### src/hdl/pipc_fifo.sv
// Small job queue between front and back end.
module pipc_fifo #(
  parameter int DATA_W = 8,
  parameter int DEPTH  = 4
) (
  input  logic              clk,
  input  logic              rst_n,
  input  logic              wr_valid,
  output logic              wr_ready,
  input  logic [DATA_W-1:0] wr_data,
  output logic              rd_valid,
  input  logic              rd_ready,
  output logic [DATA_W-1:0] rd_data
);
  localparam int AW = (DEPTH > 1) ? $clog2(DEPTH) : 1;
  localparam logic [AW-1:0] LAST_PTR = AW'(DEPTH - 1);
  localparam logic [AW:0]   FULL_CNT = (AW + 1)'(DEPTH);

  logic [DATA_W-1:0] mem [DEPTH];
  logic [AW-1:0]     wptr_r, rptr_r;
  logic [AW:0]       count_r;
  logic              push, pop;

  assign wr_ready = (count_r != FULL_CNT);
  assign rd_valid = (count_r != '0);
  assign rd_data  = mem[rptr_r];
  assign push     = wr_valid && wr_ready;
  assign pop      = rd_valid && rd_ready;

  // Storage
  always_ff @(posedge clk) begin
    if (push) begin
      mem[wptr_r] <= wr_data;
    end
  end

  // Pointers and fill level
  always_ff @(posedge clk) begin
    if (!rst_n) begin
      wptr_r  <= '0;
      rptr_r  <= '0;
      count_r <= '0;
    end else begin
      if (push) begin
        wptr_r <= (wptr_r == LAST_PTR) ? '0 : wptr_r + AW'(1);
      end
      if (pop) begin
        rptr_r <= (rptr_r == LAST_PTR) ? '0 : rptr_r + AW'(1);
      end
      if (push && !pop) begin
        count_r <= count_r + (AW + 1)'(1);
      end else if (pop && !push) begin
        count_r <= count_r - (AW + 1)'(1);
      end
    end
  end

endmodule

### config.mk
export PLATFORM = sky130hd
export DESIGN_NAME = pipc_fifo
export DESIGN_NICKNAME = d
export VERILOG_FILES = /design/src/hdl/pipc_fifo.sv
export SDC_FILE = /design/constraint.sdc
export NUM_CORES = 1
export LEC_CHECK = 0
export BUFFER_PORTS_ARGS = -buffer_cell sky130_fd_sc_hd__buf_2
export CAP_MARGIN = 20
export CORE_MARGIN = 2
export CORE_UTILIZATION = 40
export DETAILED_ROUTE_END_ITERATION = 12
export GPL_TIMING_DRIVEN = 0
export PLACE_DENSITY = 0.62
export SETUP_SLACK_MARGIN = 0.2
export SLEW_MARGIN = 10
export SYNTH_ARGS = -nofsm -noshare
export SYNTH_HDL_FRONTEND = slang
export SYNTH_SLANG_ARGS = --single-unit
### constraint.sdc
create_clock -name clk -period 2.3 [get_ports clk]
set_input_delay 0.46 -clock clk [delete_from_list [all_inputs] [get_ports clk]]
set_output_delay 0.46 -clock clk [all_outputs]
set_load 0.02 [all_outputs]
==> out/results.tsv, run 1 <==
stage	metric	value	unit
cells_and_area	fin_nets	145	
critical_path	crit_path_end_kind	register	
cts	cts_made_buffers	5	
sta	fmax	489	MHz
sta	worst_slew_pin_slew	0.517	ns
power_and_ir_drop	p_comb_frac	0.329	
grt	grt_max_degree	15	
route	vias_per_cell	4.98	
cells_and_area	final_common_cell	edfxtp_1	
cells_and_area	area_delta_synth_final	23.2	%
critical_path	crit_type	register to register	
die	dieArea	4620	sq um
cts	cts_root_buf	clkbuf_8	
die	io_pins	22	
critical_path	critPathRequiredTime	2.53	ns
route	first_pass_iters	3	
synthesis	synth_edf_count	32	
power_and_ir_drop	sequentialPowerShare	0.427	
cells_and_area	stdcell_count	177	
cts	cts_buffer_depth	2	
synthesis	syn-cell-area	1640	sq um
power_and_ir_drop	ir_drop	399	uV
critical_path	cp_max_fo	3	
cells_and_area	diodes	0	
die	design.core.area	3970	sq um
synthesis	synth-main-ff-cell	edfxtp_1	
sta	finalSetupViolations	0	
route	routedWlPerCell	15.8	um
power_and_ir_drop	p_sw	0.707	mW
sta	finalClockSkew	0.00652	ns
power_and_ir_drop	p_total	2.34	mW
power_and_ir_drop	power_density	1160	nW/um^2
sta	finalCritPeriodShare	0.888	
flow_run	drv_cap	0	
synthesis	syn_area_per_cell	17.6	sq um
sta	maxSlewViolCount	0	
die	die_x	67.9	um
synthesis	ys_seq_area_frac	0.698	
route	drt-initial-drc-count	38	
critical_path	crit_family	simple AND/OR/NAND/NOR gates	
worst_hold_path	hp-class	input port to register	
die	die_h	67.9	um
sta	whs	0.381	ns
synthesis	yosys.area.top_type_share	0.588	
synthesis	yosysTopAreaCell	edfxtp_1	
synthesis	synth.net_count	112	
die	initial_utilization	0.412	
power_and_ir_drop	switching_share	0.301	
grt	grt_pass1_vias	932	
power_and_ir_drop	internal-power	1.64	mW
critical_path	cp_cell_sequence	or3b_1 -> clkbuf_8 -> and2_4 -> ha_4 -> inv_2 -> fa_2 -> xor2_1 -> or3_4 -> a21boi_2	
synthesis	synthArstFlopShare	0	
grt	grt_pass1_wl	4370	um
grt	antenna_found_initial	0	
synthesis	synth.distinct_cells	26	
power_and_ir_drop	p_clk_frac	0.245	
placement	io_buffers	21	
critical_path	crit_buf_inv	2	
critical_path	cp_slowest_cell	or3b_1	
cts	clock-sinks	41	
synthesis	syn_inst	93	
sta	slew_headroom	0.655	
route	drc_errors	0	
placement	hpwl	1900	um
cells_and_area	drive_above_1_share	0.465	
critical_path	start_kind	register	
grt	grt_usage	0.139	
status	outcome	complete, no violations	
route	vias	881	
sta	rsz0062_at_grt	no	
cells_and_area	final_cell_mix	edfxtp_1, buf_2, mux4_2	
placement	placed_cells	164	
cts	h-tree-depth	2	
sta	layout_min_cycle_time	2.04	ns
critical_path	cp_data_arrival_time	2.27	ns
synthesis	synth-seq-cells	41	
power_and_ir_drop	leakagePower	0.732	nW
cts	clkTransAtPathRegs	0.08	ns
cts	cts_tree	done	
route	ant_nets	0	
cells_and_area	fin_util	0.507	
cts	worstSkewPairLatency	0.29	ns
placement	gp_congestion	0.654	
route	wirelength	2800	um
grt	grt-ovfl-total	0	
sta	hold_violations	0	
synthesis	yosys_warnings	0	
sta	setup-tns-final	0	ns
critical_path	cpPeakStageDelay	0.39	ns
synthesis	ys_top_cells_by_area	edfxtp_1, dfxtp_1, mux4_2	
die	rows	23	
==> worst register-to-register path, delay by kind of cell, from the launching register on <==
| family | cells | cell delay [ns] |
|---|---|---|
| adders and majority gates | 2 | 0.35 |
| AOI/OAI and AO/OA | 1 | 0.13 |
| xor gates and xnor gates | 1 | 0.07 |
| DFF | 1 | 0.37 |
| buffers and inverters | 2 | 0.19 |
| and+or+nand+nor | 3 | 0.88 |
==> stage by stage <==
step                      setup slack [ns]  area (sq um)
after floorplan                      0.201          1660
after global placement               0.153          1830
after detailed placement             0.157          1830
after CTS                            0.242          2000
after global routing                 0.203          2010
final                                0.257          2010
==> sequential cells by signal, summed over array words and instances (netlist names), named ones only <==
| register | count |
|---|---|
| count_r | 3 |
| rptr_r | 2 |
| mem | 32 |
| wptr_r | 2 |
==> synth_stat cells (all sizes together), types with 2 or more instances <==
cell type and number:
and2 2, and3 4, buf 2, clkbuf 2, dfxtp 9, edfxtp 32
ha 6, inv 3, mux2i 2, mux4 8, nand2 5, nand3 2
nor2 2, o21ai 4, or3 2
==> routing by layer <==
metal / track usage / up-vias / wire length [um]
met1: 0.157 / 439 / 1120
met4: 0.0525 / 0 / 38
met5: 0 / - / 0
met3: 0.0592 / 4 / 161
met2: 0.234 / 19 / 1490
li1: - / 419 / -
==> layout make-up <==
cell class,instances,area [sq um]
inverters,3,11.3
well taps,50,62.6
flip-flops and latches,41,1150
multi-input cells,45,502
repair buffers,26,143
clock inverters,3,46.3
clock buffers,5,68.8
plain buffers,4,28.8
fillers,348,1960
==> logic make-up (layout without fill, tap and decap cells) <==
family	Yosys count	after routing	share of synthesized area
compound gates	6	6	0.0214
xor+xnor	2	2	0.0107
fa+ha+maj	7	7	0.0581
buf+inv	7	41	0.0176
flops	41	41	0.698
mux	10	10	0.122
simple gates	20	20	0.0719
==> worst paths after layout <==
| path | start | end | cells past startpoint | slack [ns] |
|---|---|---|---|---|
| min reg2reg | wptr_r[1]$_SDFFE_PN0P_ | wptr_r[1]$_SDFFE_PN0P_ | 2 | 0.53 |
| max reg2reg | count_r[1]$_SDFFE_PN0P_ | count_r[2]$_SDFFE_PN0P_ | 9 | 0.26 |
| min | wr_data[2] | mem[1][2]$_DFFE_PP_ | 1 | 0.38 |
| max | count_r[1]$_SDFFE_PN0P_ | count_r[2]$_SDFFE_PN0P_ | 9 | 0.26 |
==> power groups by stage <==
stage          clock (mW)  combinational, mW  sequential (mW)
2_1_floorplan           0              0.505            0.985
3_5_place_dp            0              0.671             1.00
4_1_cts             0.587              0.754             1.00
6_report            0.574              0.771             1.00
5_1_grt             0.615              0.841             1.01
3_3_place_gp            0              0.647            0.993
==> timing repair <==
| action | 4_1_cts | 5_1_grt |
|---|---|---|
| buffers inserted | 4 | 1 |
| pin swaps | 4 | 0 |
| hold buffers | 0 | 0 |
| resized for setup | 7 | 2 |
| setup endpoints to repair | 5 | 1 |
(Power assumes the default switching activity.)
==> run 2: changes to the inputs <==
--- a/config.mk
+++ b/config.mk
@@ -7,11 +7,13 @@
 export LEC_CHECK = 0
 export BUFFER_PORTS_ARGS = -buffer_cell sky130_fd_sc_hd__buf_2
 export CAP_MARGIN = 20
+export CELL_PAD_IN_SITES_DETAIL_PLACEMENT = 1
+export CELL_PAD_IN_SITES_GLOBAL_PLACEMENT = 1
 export CORE_MARGIN = 2
 export CORE_UTILIZATION = 40
 export DETAILED_ROUTE_END_ITERATION = 12
 export GPL_TIMING_DRIVEN = 0
-export PLACE_DENSITY = 0.62
+export PLACE_DENSITY = 0.71
 export SETUP_SLACK_MARGIN = 0.2
 export SLEW_MARGIN = 10
 export SYNTH_ARGS = -nofsm -noshare
==> run 2 against run 1 <==
Net effect:
- combinational power rose by 2%
- global-route usage rose by 2.4 points
- final cell count did not move
- largest power group unchanged
- clock skew fell by 0.0026 ns
- count of clock-buffer cells in the layout did not move
- highest routed layer unchanged
- flip-flop and latch count did not move
- maximum frequency fell by 1.3%
- final area fell by 0.37%
- first-iteration DRC count fell by 53%
- non-clock buffer count did not move
- power rose by 0.48%
- hold slack got worse by 0.0049 ns
==> out/results.tsv, run 2 (synthesized netlist as in run 1, its figures left out) <==
stage	metric	value	unit	change
cts	clock-sinks	41		unchanged
sta	finalSetupViolations	0		unchanged
power_and_ir_drop	power_density	1170	nW/um^2	+0.85%
sta	worst_slew_pin_slew	0.425	ns	-0.0924 ns
placement	postPlaceCellArea	1830	sq um	unchanged
cts	worstSkewPairLatency	0.29	ns	about the same
placement	placed_cells	164		unchanged
cells_and_area	diodes	0		unchanged
grt	met2_usage	0.286		+0.0522
sta	maxSlewViolCount	0		unchanged
grt	antenna_found_initial	0		unchanged
cts	cts_root_buf	clkbuf_8		
critical_path	cp_data_arrival_time	2.29	ns	+0.02 ns
sta	setup-tns-final	0	ns	unchanged
grt	grt_pass1_wl	5060	um	+16%
die	io_pins	22		unchanged
sta	layout_min_cycle_time	2.07	ns	+0.0274 ns
cts	cts_buffer_depth	2		unchanged
die	die_x	67.9	um	unchanged
critical_path	crit_buf_inv	2		unchanged
cts	cts_made_buffers	5		unchanged
sta	finalCritPeriodShare	0.900		+0.0119
placement	hpwl	2160	um	+14%
cells_and_area	final_common_cell	edfxtp_1		
route	first_pass_iters	4		+1
power_and_ir_drop	leakagePower	0.732	nW	about the same
placement	gp_congestion	0.730		+12%
cts	cts_hold_buffers	0		unchanged
route	wirelength	3170	um	+13%
cells_and_area	fin_util	0.505		-0.00189
worst_hold_path	hp-class	input port to register		
critical_path	cp_slowest_cell	or3b_1		
cells_and_area	area_delta_synth_final	22.7	%	
grt	grt_pass1_vias	1020		+9.4%
cells_and_area	fin_area	2010	sq um	-0.37%
grt	grt_max_degree	14		-1
die	initial_utilization	0.412		unchanged
critical_path	crit_type	register to register		
route	drc_errors	0		unchanged
route	routedWlPerCell	17.9	um	+13%
status	outcome	complete, no violations		
cts	cts_tree	done		
cts	h-tree-depth	2		unchanged
placement	io_buffers	21		unchanged
route	vias_per_cell	5.09		+2.3%
cells_and_area	final_cell_mix	edfxtp_1, buf_2, mux4_2		
cts	clkTransAtPathRegs	0.08	ns	about the same
flow_run	drv_cap	0		unchanged
sta	fmax	483	MHz	-1.3%
grt	grt_usage	0.163		+0.0238
cells_and_area	largest_reg_flops	32		unchanged
critical_path	cpPeakStageDelay	0.38	ns	about the same
die	dieArea	4620	sq um	unchanged
critical_path	start_kind	register		
critical_path	cp_max_fo	3		unchanged
cells_and_area	largestRegisters	mem x32, count_r x3		
cells_and_area	stdcell_count	177		unchanged
sta	rsz0062_at_grt	yes		
critical_path	critPathRequiredTime	2.52	ns	about the same
grt	grt-ovfl-total	0		unchanged
route	drt-initial-drc-count	18		-53%
cells_and_area	largest-register	mem		
power_and_ir_drop	ir_drop	513	uV	+28%
route	ant_nets	0		unchanged
critical_path	cp_cell_sequence	or3b_1 -> clkbuf_8 -> and2_4 -> ha_4 -> inv_2 -> fa_2 -> xor2_1 -> or3_4 -> a21boi_1		
route	vias	901		+2.3%
cells_and_area	drive_above_1_share	0.457		-0.00787
die	die_h	67.9	um	unchanged
die	design.core.area	3970	sq um	unchanged
critical_path	crit_path_end_kind	register		
grt	met1_usage	0.180		+0.0222
cells_and_area	fin_nets	145		unchanged
sta	finalClockSkew	0.00394	ns	-0.00258 ns
die	rows	23		unchanged
sta	slew_headroom	0.717		+0.0616
grt	grt.busiest_layer	met2		
critical_path	crit_family	simple AND/OR/NAND/NOR gates		
sta	hold_violations	0		unchanged
grt	grt.met3_usage	0.0477		-0.0115
## run 2: cell type report
cell class	instances	area, sq um
Fill cell	395	1960
Sequential cell	41	1150
Multi-Input combinational cell	45	498
Timing Repair Buffer	26	143
Clock buffer	5	68.8
Tap cell	50	62.6
Clock inverter	3	41.3
Buffer	4	30.0
Inverter	3	11.3
## run 2: metrics by stage
| stage | hold WS (ns) | total power [mW] | worst slack (ns) |
|---|---|---|---|
| 2_1_floorplan | 0.468 | 1.49 | 0.201 |
| 3_3_place_gp | 0.486 | 1.65 | 0.163 |
| 3_5_place_dp | 0.518 | 1.69 | 0.0715 |
| 4_1_cts | 0.360 | 2.38 | 0.207 |
| 5_1_grt | 0.373 | 2.49 | 0.179 |
| 6_report | 0.376 | 2.36 | 0.229 |
## run 2: worst reg2reg max path: cells and delay by family (launching register included)
kind            cells  cell delay, ns
simple gates        3            0.87
xor+xnor            1            0.07
buf+inv             2            0.20
fa+ha+maj           2            0.36
flops               1            0.36
compound gates      1            0.13
## run 2: power by group
group	switching (mW)	internal [mW]
sequential	0.0689	0.928
combinational	0.400	0.386
clock	0.254	0.319
total	0.723	1.63
## run 2: layer usage
metal | share of wire | vias up
met3 | 0.045 | 6
met2 | 0.54 | 23
met5 | 0 | -
met4 | 0.021 | 0
met1 | 0.40 | 452
li1 | - | 420
## run 2: path summary, 6_finish.rpt
kind | startpoint | to | slack, ns | cells past startpoint
setup / recovery | count_r[1]$_SDFFE_PN0P_ | count_r[2]$_SDFFE_PN0P_ | 0.23 | 9
hold / removal | wr_data[7] | mem[2][7]$_DFFE_PP_ | 0.38 | 1
setup reg to reg | count_r[1]$_SDFFE_PN0P_ | count_r[2]$_SDFFE_PN0P_ | 0.23 | 9
hold reg to reg | wptr_r[1]$_SDFFE_PN0P_ | wptr_r[1]$_SDFFE_PN0P_ | 0.54 | 2
## run 2: what timing repair did
item | 4_1_cts | 5_1_grt
gates resized for setup | 8 | 1
setup endpoints to repair | 5 | 9
pin swaps | 3 | 1
buffers inserted | 5 | 0
