## config.mk

```make
export PLATFORM = sky130hd
export DESIGN_NAME = pipc_front
export DESIGN_NICKNAME = d
export VERILOG_FILES = /design/src/hdl/pipc_pkg.sv /design/src/hdl/pipc_front.sv
export SDC_FILE = /design/constraint.sdc
export NUM_CORES = 1
export LEC_CHECK = 0
export BUFFER_PORTS_ARGS = -buffer_cell sky130_fd_sc_hd__buf_2
export CORE_MARGIN = 1.5
export CORE_UTILIZATION = 45
export DETAILED_ROUTE_END_ITERATION = 6
export GPL_TIMING_DRIVEN = 0
export PLACE_DENSITY_LB_ADDON = 0.1
export SLEW_MARGIN = 30
export SYNTH_ARGS = -nofsm -noshare
export SYNTH_HDL_FRONTEND = slang
export SYNTH_SLANG_ARGS = --single-unit
```

## constraint.sdc

```tcl
create_clock -name clk -period 4.43 [get_ports clk]
set_clock_uncertainty 0.1 [all_clocks]
set_input_delay 0.443 -clock clk [delete_from_list [all_inputs] [get_ports clk]]
set_output_delay 0.443 -clock clk [all_outputs]
set_load 0.005 [all_outputs]
```

## src/hdl/pipc_pkg.sv

```systemverilog
// Shared constants and types of the point-in-polygon crossing core.
package pipc_pkg;

  localparam int COORD_WIDTH_DEF = 16;
  localparam int QUEUE_DEPTH_DEF = 4;
  localparam int RAY_END_RESET   = 30000;
  localparam int MIN_VERTICES    = 3;

  // Edge slots of an item, at most both used: the incoming edge and the closing edge
  localparam int NUM_EDGES    = 2;
  localparam int CRD_PER_EDGE = 4;

  // Coordinate slots of a job, relative to the start of an edge
  localparam int CRD_AX  = 0;
  localparam int CRD_AY  = 1;
  localparam int CRD_BX  = 2;
  localparam int CRD_BY  = 3;
  // Query point slots
  localparam int CRD_QX  = NUM_EDGES * CRD_PER_EDGE;
  localparam int CRD_QY  = CRD_QX + 1;
  localparam int NUM_CRD = CRD_QY + 1;

  // Result tdata layout
  localparam int OUT_TDATA_W     = 8;
  localparam int OUT_INSIDE_BIT  = 0;
  localparam int OUT_TOO_FEW_BIT = 1;

  // Job flags passed from front to back
  typedef struct packed {
    logic [NUM_EDGES-1:0] edge_vld;
    logic                 last;
    logic                 too_few;
  } pipc_flags_t;

endpackage

```

## src/hdl/pipc_front.sv

```systemverilog
// Front end: tracks the polygon walk and turns each vertex item into an edge job.
module pipc_front #(
  parameter int CW = 16
) (
  input  logic                                      clk,
  input  logic                                      rst_n,
  input  logic                                      in_valid,
  output logic                                      in_ready,
  input  logic [CW-1:0]                             in_vx,
  input  logic [CW-1:0]                             in_vy,
  input  logic [CW-1:0]                             in_px,
  input  logic [CW-1:0]                             in_py,
  input  logic                                      in_last,
  output logic                                      job_valid,
  input  logic                                      job_ready,
  output logic [pipc_pkg::NUM_CRD-1:0][CW-1:0]      job_crd,
  output pipc_pkg::pipc_flags_t                     job_flags
);
  import pipc_pkg::*;

  localparam int TW = $clog2(MIN_VERTICES + 1);
  localparam logic [TW-1:0] TALLY_MAX = TW'(MIN_VERTICES);

  logic [TW-1:0] tally_r, tally_nxt, tally_inc;
  logic [CW-1:0] first_vx_r, first_vy_r, prev_vx_r, prev_vy_r, qx_r, qy_r;
  logic [CW-1:0] fx, fy, qx, qy;
  logic          tally_zero, accept;

  assign in_ready  = job_ready;
  assign job_valid = in_valid;
  assign accept    = in_valid && job_ready;

  // Polygon start takes the first vertex and query point from the item itself
  always_comb begin
    tally_zero = (tally_r == '0);
    tally_inc  = (tally_r == TALLY_MAX) ? tally_r : tally_r + TW'(1);
    fx         = tally_zero ? in_vx : first_vx_r;
    fy         = tally_zero ? in_vy : first_vy_r;
    qx         = tally_zero ? in_px : qx_r;
    qy         = tally_zero ? in_py : qy_r;
    tally_nxt  = in_last ? '0 : tally_inc;
  end

  // Build the job: incoming edge, closing edge, query point
  always_comb begin
    job_crd                         = '0;
    job_crd[CRD_AX]                 = prev_vx_r;
    job_crd[CRD_AY]                 = prev_vy_r;
    job_crd[CRD_BX]                 = in_vx;
    job_crd[CRD_BY]                 = in_vy;
    job_crd[CRD_PER_EDGE + CRD_AX]  = in_vx;
    job_crd[CRD_PER_EDGE + CRD_AY]  = in_vy;
    job_crd[CRD_PER_EDGE + CRD_BX]  = fx;
    job_crd[CRD_PER_EDGE + CRD_BY]  = fy;
    job_crd[CRD_QX]                 = qx;
    job_crd[CRD_QY]                 = qy;
    job_flags.edge_vld              = {in_last, !tally_zero};
    job_flags.last                  = in_last;
    job_flags.too_few               = (tally_inc < TALLY_MAX);
  end

  // Vertex count
  always_ff @(posedge clk) begin
    if (!rst_n) begin
      tally_r <= '0;
    end else if (accept) begin
      tally_r <= tally_nxt;
    end
  end

  // Vertex and query point registers
  always_ff @(posedge clk) begin
    if (accept) begin
      prev_vx_r <= in_vx;
      prev_vy_r <= in_vy;
      if (tally_zero) begin
        first_vx_r <= in_vx;
        first_vy_r <= in_vy;
        qx_r       <= in_px;
        qy_r       <= in_py;
      end
    end
  end

endmodule

```

==> flow_summary.json, run 1 <==
{
  "nets": 564,
  "grt_pass1_wl_um": 12900,
  "period_share": 0.495,
  "yosys-top-cells-count": "96 x edfxtp_1, 68 x buf_4, 49 x mux2_4",
  "diodes": 0,
  "leakagePower_nw": 2.86,
  "ys_async_sr_fraction": 0,
  "rsz0062_at_grt": "no",
  "crit_arrival_ns": 1.65,
  "yosys.area.top_type": "edfxtp_1",
  "start_util": 0.462,
  "track_usage": 0.165,
  "io_buffers": 234,
  "syn_avg_cell_area_um2": 18.1,
  "syn_area_um2": 4490,
  "ios": 235,
  "slowest_stage": "dfxtp_1",
  "crit_buf_inv": 3,
  "regArea_um2": 2920,
  "cts_sinks": 98,
  "crit_family": "buffers and inverters",
  "synth_nets": 317,
  "fp-row-count": 36,
  "hold_class": "primary input to flop",
  "relSlewSlack": 0.835,
  "drt_iter0_markers": 61,
  "crit_type": "flop to output port",
  "root_buffer": "clkbuf_8",
  "required_ns": 3.89,
  "avgViaCountPerCell": 4.39,
  "netlist.area_leader.share": 0.642,
  "grt_max_degree": 47,
  "synth_edf_count": 96,
  "gr-total-overflow": 0,
  "start_kind": "flop",
  "cp-end-kind": "output port",
  "cts_setup_buffers": 0,
  "clk_path_buf_depth": 2,
  "drive_above_1_share": 0.774,
  "ys_ff_latch": 98,
  "worst_hold_slack_ns": 0.206,
  "gp_congestion": 0.726,
  "clkLatencyLatePin_ns": 0.35,
  "yosysSeqAreaShare": 0.651,
  "routed_wl_um": 9010,
  "coreArea_um2": 9730,
  "status": "complete, no violations",
  "ys_top_cells_by_area": "edfxtp_1 64%, mux2_4 16%, buf_4 11%",
  "yosys_warnings": 0,
  "dieArea_um2": 10600,
  "ir_drop_mv": 0.195,
  "path_cells": "nor2_2 -> buf_6 -> buf_8 -> mux2_4 -> buf_2",
  "p_per_area_nw_per_um2": 319,
  "drtPass1Iterations": 4,
  "cap_violations": 0,
  "fillers": 785,
  "numCtsBuffers": 9,
  "crit_path_max_incr_delay_ns": 0.34,
  "drcViolationCount": 0,
  "cts_hold_buf": 0,
  "ant_nets": 0,
  "fin_setup_tns_ns": 0,
  "finalMaxSlewViolations": 0,
  "cp_max_fo": 10,
  "multi_input_area_um2": 957,
  "yosysUniqueCellTypes": 16,
  "antenna_found_initial": 0,
  "post_cts_resized": 0,
  "die_w_um": 103,
  "cts_max_level": 3,
  "grt_pass1_vias": 2526,
  "worst_pin_slew_ns": 0.247,
  "max_freq_mhz": 456,
  "setup_viol": 0,
  "p_total_mw": 1.92,
  "fin_crit_ns": 2.19,
  "synth_cells": 248,
  "via_count": 2777,
  "ys.flop_type": "edfxtp_1",
  "die_height_um": 103,
  "dp_hpwl_um": 6640,
  "area_growth_pct": 34.2,
  "hold_violations": 0,
  "clkSlewWorstSetupHoldPaths_ns": 0.09,
  "yosys.cell_count.top_type": "edfxtp_1",
  "avgRoutedWirePerCell_um": 14.3,
  "cts_tree": "done"
}
## placed cells by master (no fill, tap or decap)
cell type  netlist  layout
buf_2            1     235
edfxtp_1        96      96
buf_4           68      68
mux2_4          49      49
mux2_2          15      15
clkbuf_8         0       9
clkbuf_1         0       6
buf_8            5       5
inv_1            3       3
nand3_1          2       2
dfxtp_1          2       2
and2_4           0       1
nor2_2           1       1
buf_6            1       1
nor2b_1          1       1
nand2_1          1       1
o32ai_1          1       1
a221oi_1         1       1
buf_16           0       1
buf_12           0       1
## per-stage QoR
step | setup slack (ns) | utilization | cell area (um2) | std cells
floorplan | 1.05 | - | 4490 | 248
global placement | -0.122 | 0.599 | 5830 | 615
detailed placement | 2.60 | 0.604 | 5880 | 617
CTS | 2.20 | 0.619 | 6020 | 632
global route | 2.14 | 0.619 | 6020 | 632
finish | 2.24 | 0.619 | 6020 | 632
## sequential cells by signal, summed over array words and instances, names as in the netlist
| name | flops |
|---|---|
| prev_vy_r | 16 |
| first_vy_r | 16 |
| first_vx_r | 16 |
| qx_r | 16 |
| qy_r | 16 |
| tally_r | 2 |
| prev_vx_r | 16 |
## routing by layer
layer  GRT usage  vias to the layer above  share of wire
met1       0.205                     1294           0.41
met5           0                        -              0
li1            -                     1337              -
met2       0.272                      135           0.49
met3      0.0447                       11          0.080
met4      0.0728                        0          0.016
## kinds of logic (layout without fill, tap and decap cells)
| kind of cell | Yosys count | in the layout | synth area share |
|---|---|---|---|
| flops | 98 | 98 | 0.651 |
| buf+inv | 78 | 329 | 0.137 |
| mux | 64 | 64 | 0.201 |
| simple gates | 6 | 6 | 0.00725 |
| compound gates | 2 | 2 | 0.00390 |
## worst reg2reg max path, cell delays in order (launching register included)
cell	delay, ns
dfxtp_1	0.34
nor2_2	0.13
buf_6	0.19
buf_8	0.18
mux2_4	0.32
## final timing paths
path	startpoint	endpoint	slack, ns	depth (start not counted)
worst min register to register	tally_r[1]	tally_r[1]	0.43	2
worst max register to register	tally_r[1]	qx_r[12]	2.91	4
worst max-delay path	tally_r[1]	job_crd[116]	2.24	5
worst min-delay path	in_vx[4]	prev_vx_r[4]	0.21	1
## power breakdown
group / internal, mW / switching (mW) / total [mW] / leakage [nW]
sequential: 1.08 / 0.0120 / 1.09 / 0.917
combinational: 0.205 / 0.144 / 0.348 / 1.87
clock: 0.204 / 0.277 / 0.480 / 0.0718
total: 1.49 / 0.432 / 1.92 / 2.86
## area by class of cell
type                            count  share of cell area
Inverter                            3             0.00187
Multi-Input combinational cell     72               0.159
Clock buffer                       15              0.0243
Tap cell                          133              0.0276
Sequential cell                    98               0.485
Buffer                             75              0.0999
Timing Repair Buffer              236               0.202
(Power assumes the default switching activity.)
==> run 2, diff against run 1 <==
Settings changed: ABC_AREA set to 1.
Clock period 4.43 ns to 2.18 ns, I/O delays scaled along.
==> run 2 against run 1 <==
Power is 110% higher. Via count is 25% higher. Design area is 3.8% higher. Sequential cell count stayed put. Global-route usage is 3.0 points higher. Critical path depth is 1 higher. Highest routed layer unchanged. Routed wire length is 15% higher. Area after synthesis is 3.1% lower. Final cell count is 27% higher. Die area is 3.0% lower. Critical endpoint is now job_crd[97]. Combinational power is 100% higher.
==> flow_summary.json, run 2 <==
{
  "hold_violations": 0,
  "layout_common_cells": "235 x buf_2, 197 x nand2_1, 96 x edfxtp_1, 69 x buf_4, 33 x dlygate4sd3_1",
  "die_w_um": 101,
  "synthXorXnorAreaFrac": 0,
  "synth_nets": 455,
  "syn_avg_cell_area_um2": 11.3,
  "yosys.cell_count.top_type": "nand2_1",
  "path_cells": "nor2_2 -> inv_2 -> clkbuf_1 -> nand2_1 -> nand2_1 -> buf_2",
  "start_kind": "flop",
  "clk_path_buf_depth": 2,
  "yosysUniqueCellTypes": 12,
  "cp-end-kind": "output port",
  "dieArea_um2": 10300,
  "hold_class": "primary input to flop",
  "fp-row-count": 35,
  "power_frac_seq": 0.562,
  "drtPass1Iterations": 4,
  "synth_compound_area_frac": 0.00230,
  "track_usage": 0.195,
  "yosys-top-cells-count": "198 x nand2_1, 96 x edfxtp_1, 69 x buf_4",
  "dp.cells": 752,
  "ys_async_sr_fraction": 0,
  "cts_max_level": 3,
  "area_growth_pct": 43.7,
  "drt_iter0_markers": 115,
  "cts_tree": "done",
  "final_common_cell": "buf_2",
  "cp_max_fo": 10,
  "gp_congestion": 0.784,
  "start_util": 0.467,
  "setup_viol": 0,
  "netlist.area_leader.share": 0.662,
  "met2_usage": 0.332,
  "post_cts_resized": 0,
  "synth_cells": 386,
  "relSlewSlack": 0.699,
  "crit_type": "flop to output port",
  "antenna_found_initial": 0,
  "max_freq_mhz": 528,
  "grt_max_degree": 29,
  "root_buffer": "clkbuf_8",
  "period_share": 0.868,
  "numCtsBuffers": 9,
  "diodes": 0,
  "synth_edf_count": 96,
  "worst_pin_slew_ns": 0.452,
  "synthAdderAreaFrac": 0,
  "required_ns": 1.86,
  "ys_top_cells_by_area": "edfxtp_1 66%, nand2_1 17%, buf_4 12%",
  "ios": 235,
  "post-place-ws_ns": 0.259,
  "crit_arrival_ns": 1.57,
  "cap_violations": 0,
  "worstHoldStart": "in_py[7]",
  "rsz0062_at_grt": "no",
  "final-instance-count-excl-fill": 800,
  "finalMaxSlewViolations": 0,
  "fillers": 755,
  "avgRoutedWirePerCell_um": 12.9,
  "p_per_area_nw_per_um2": 631,
  "crit_path_max_incr_delay_ns": 0.38,
  "p_comb_frac": 0.179,
  "muxShareOfSynthArea": 0,
  "yosys_warnings": 0,
  "synth_simple_gate_area_frac": 0.173,
  "fin_crit_ns": 1.89,
  "pwr-share-clk": 0.258,
  "gr-total-overflow": 0,
  "ys_ff_latch": 98,
  "io_buffers": 234,
  "p_sw_mw": 0.975,
  "internal_power_mw": 2.97,
  "swShare": 0.247,
  "status": "complete, no violations",
  "cts_setup_buffers": 0,
  "cts_sinks": 98,
  "synth_top_family_by_area": "simple AND/OR/NAND/NOR gates",
  "crit_buf_inv": 3,
  "avgViaCountPerCell": 4.33,
  "ys.flop_type": "edfxtp_1",
  "clkLatencyLatePin_ns": 0.34,
  "grt_pass1_vias": 3265,
  "setup_ws_ns": 0.287,
  "routed_wl_um": 10300,
  "drive_above_1_share": 0.501,
  "drcViolationCount": 0,
  "busiest_layer": "met2",
  "ir_drop_mv": 0.418,
  "yosysSeqAreaShare": 0.672,
  "via_count": 3460,
  "slowest_stage": "dfxtp_1",
  "grtUsageMet1": 0.239,
  "coreArea_um2": 9330,
  "crit_family": "buffers and inverters",
  "yosys.area.top_type": "edfxtp_1",
  "leakagePower_nw": 3.06,
  "crit_top_cell": "nand2_1",
  "die_height_um": 101,
  "nets": 736,
  "syn_area_um2": 4350,
  "clkSlewWorstSetupHoldPaths_ns": 0.10,
  "p_total_mw": 3.95,
  "ant_nets": 0,
  "dp_hpwl_um": 7340,
  "crit_path_start": "tally_r[1]",
  "grt_pass1_wl_um": 15400,
  "use_met3": 0.0538,
  "rr_startpoint": "tally_r[1]"
}
-- run 2: repair_timing --
action | 4_1_cts | 5_1_grt
setup endpoints to repair | 0 | 0
hold buffers | 32 | 1
endpoints found under the hold margin | 33 | 1
-- run 2: kinds of logic after synthesis --
logic type      Yosys count
simple gates            200
flops                    98
buf+inv                  86
compound gates            2
-- run 2: final timing paths --
path	cells past startpoint	end	slack, ns
worst min-delay path	3	qy_r[7]	0.05
worst max-delay path	6	job_crd[97]	0.29
worst max register to register	5	first_vx_r[1]	0.84
worst min register to register	2	tally_r[0]	0.41
-- run 2: per-layer routing --
metal	part of all wire	routed length, um	vias up
met2	0.50	5120	134
met1	0.42	4380	1569
met3	0.066	683	10
met5	0	0	-
li1	-	-	1747
met4	0.015	150	0
-- run 2: tightest hold or removal path, stage by stage --
cell,delay (ns)
buf_2,0.07
nand2_1,0.04
nand2_1,0.07
-- run 2: area by class of cell --
cell class                 instances  area, um2  share of cell area
tap                              129        161              0.0258
buffer                            82        651               0.104
timing repair buffer             270       1570               0.251
clock buffer                      10        128              0.0204
clock inverter                     5       32.5             0.00520
multi-input combinational        202        771               0.123
sequential                        98       2920               0.467
inverter                           4       18.8             0.00300
-- run 2: per-stage QoR --
step / instance area [um2] / setup TNS, ns / hold WS [ns] / utilization
floorplan: 4360 / 0 / 0.217 / -
global route: 6250 / 0 / 0.0489 / 0.670
finish: 6250 / 0 / 0.0535 / 0.670
CTS: 6240 / 0 / 0.00401 / 0.669
detailed placement: 5760 / 0 / 0.341 / 0.618
global placement: 5700 / -75.35 / 0.337 / 0.611
-- run 2: power by group through the flow --
stage	Clock, mW	Sequential (mW)	Combinational (mW)
final	1.02	2.22	0.708
after global routing	1.11	2.23	0.783
after CTS	1.04	2.22	0.713
after detailed placement	0	2.26	0.666
after global placement	0	2.27	0.639
after floorplan	0	2.27	0.306
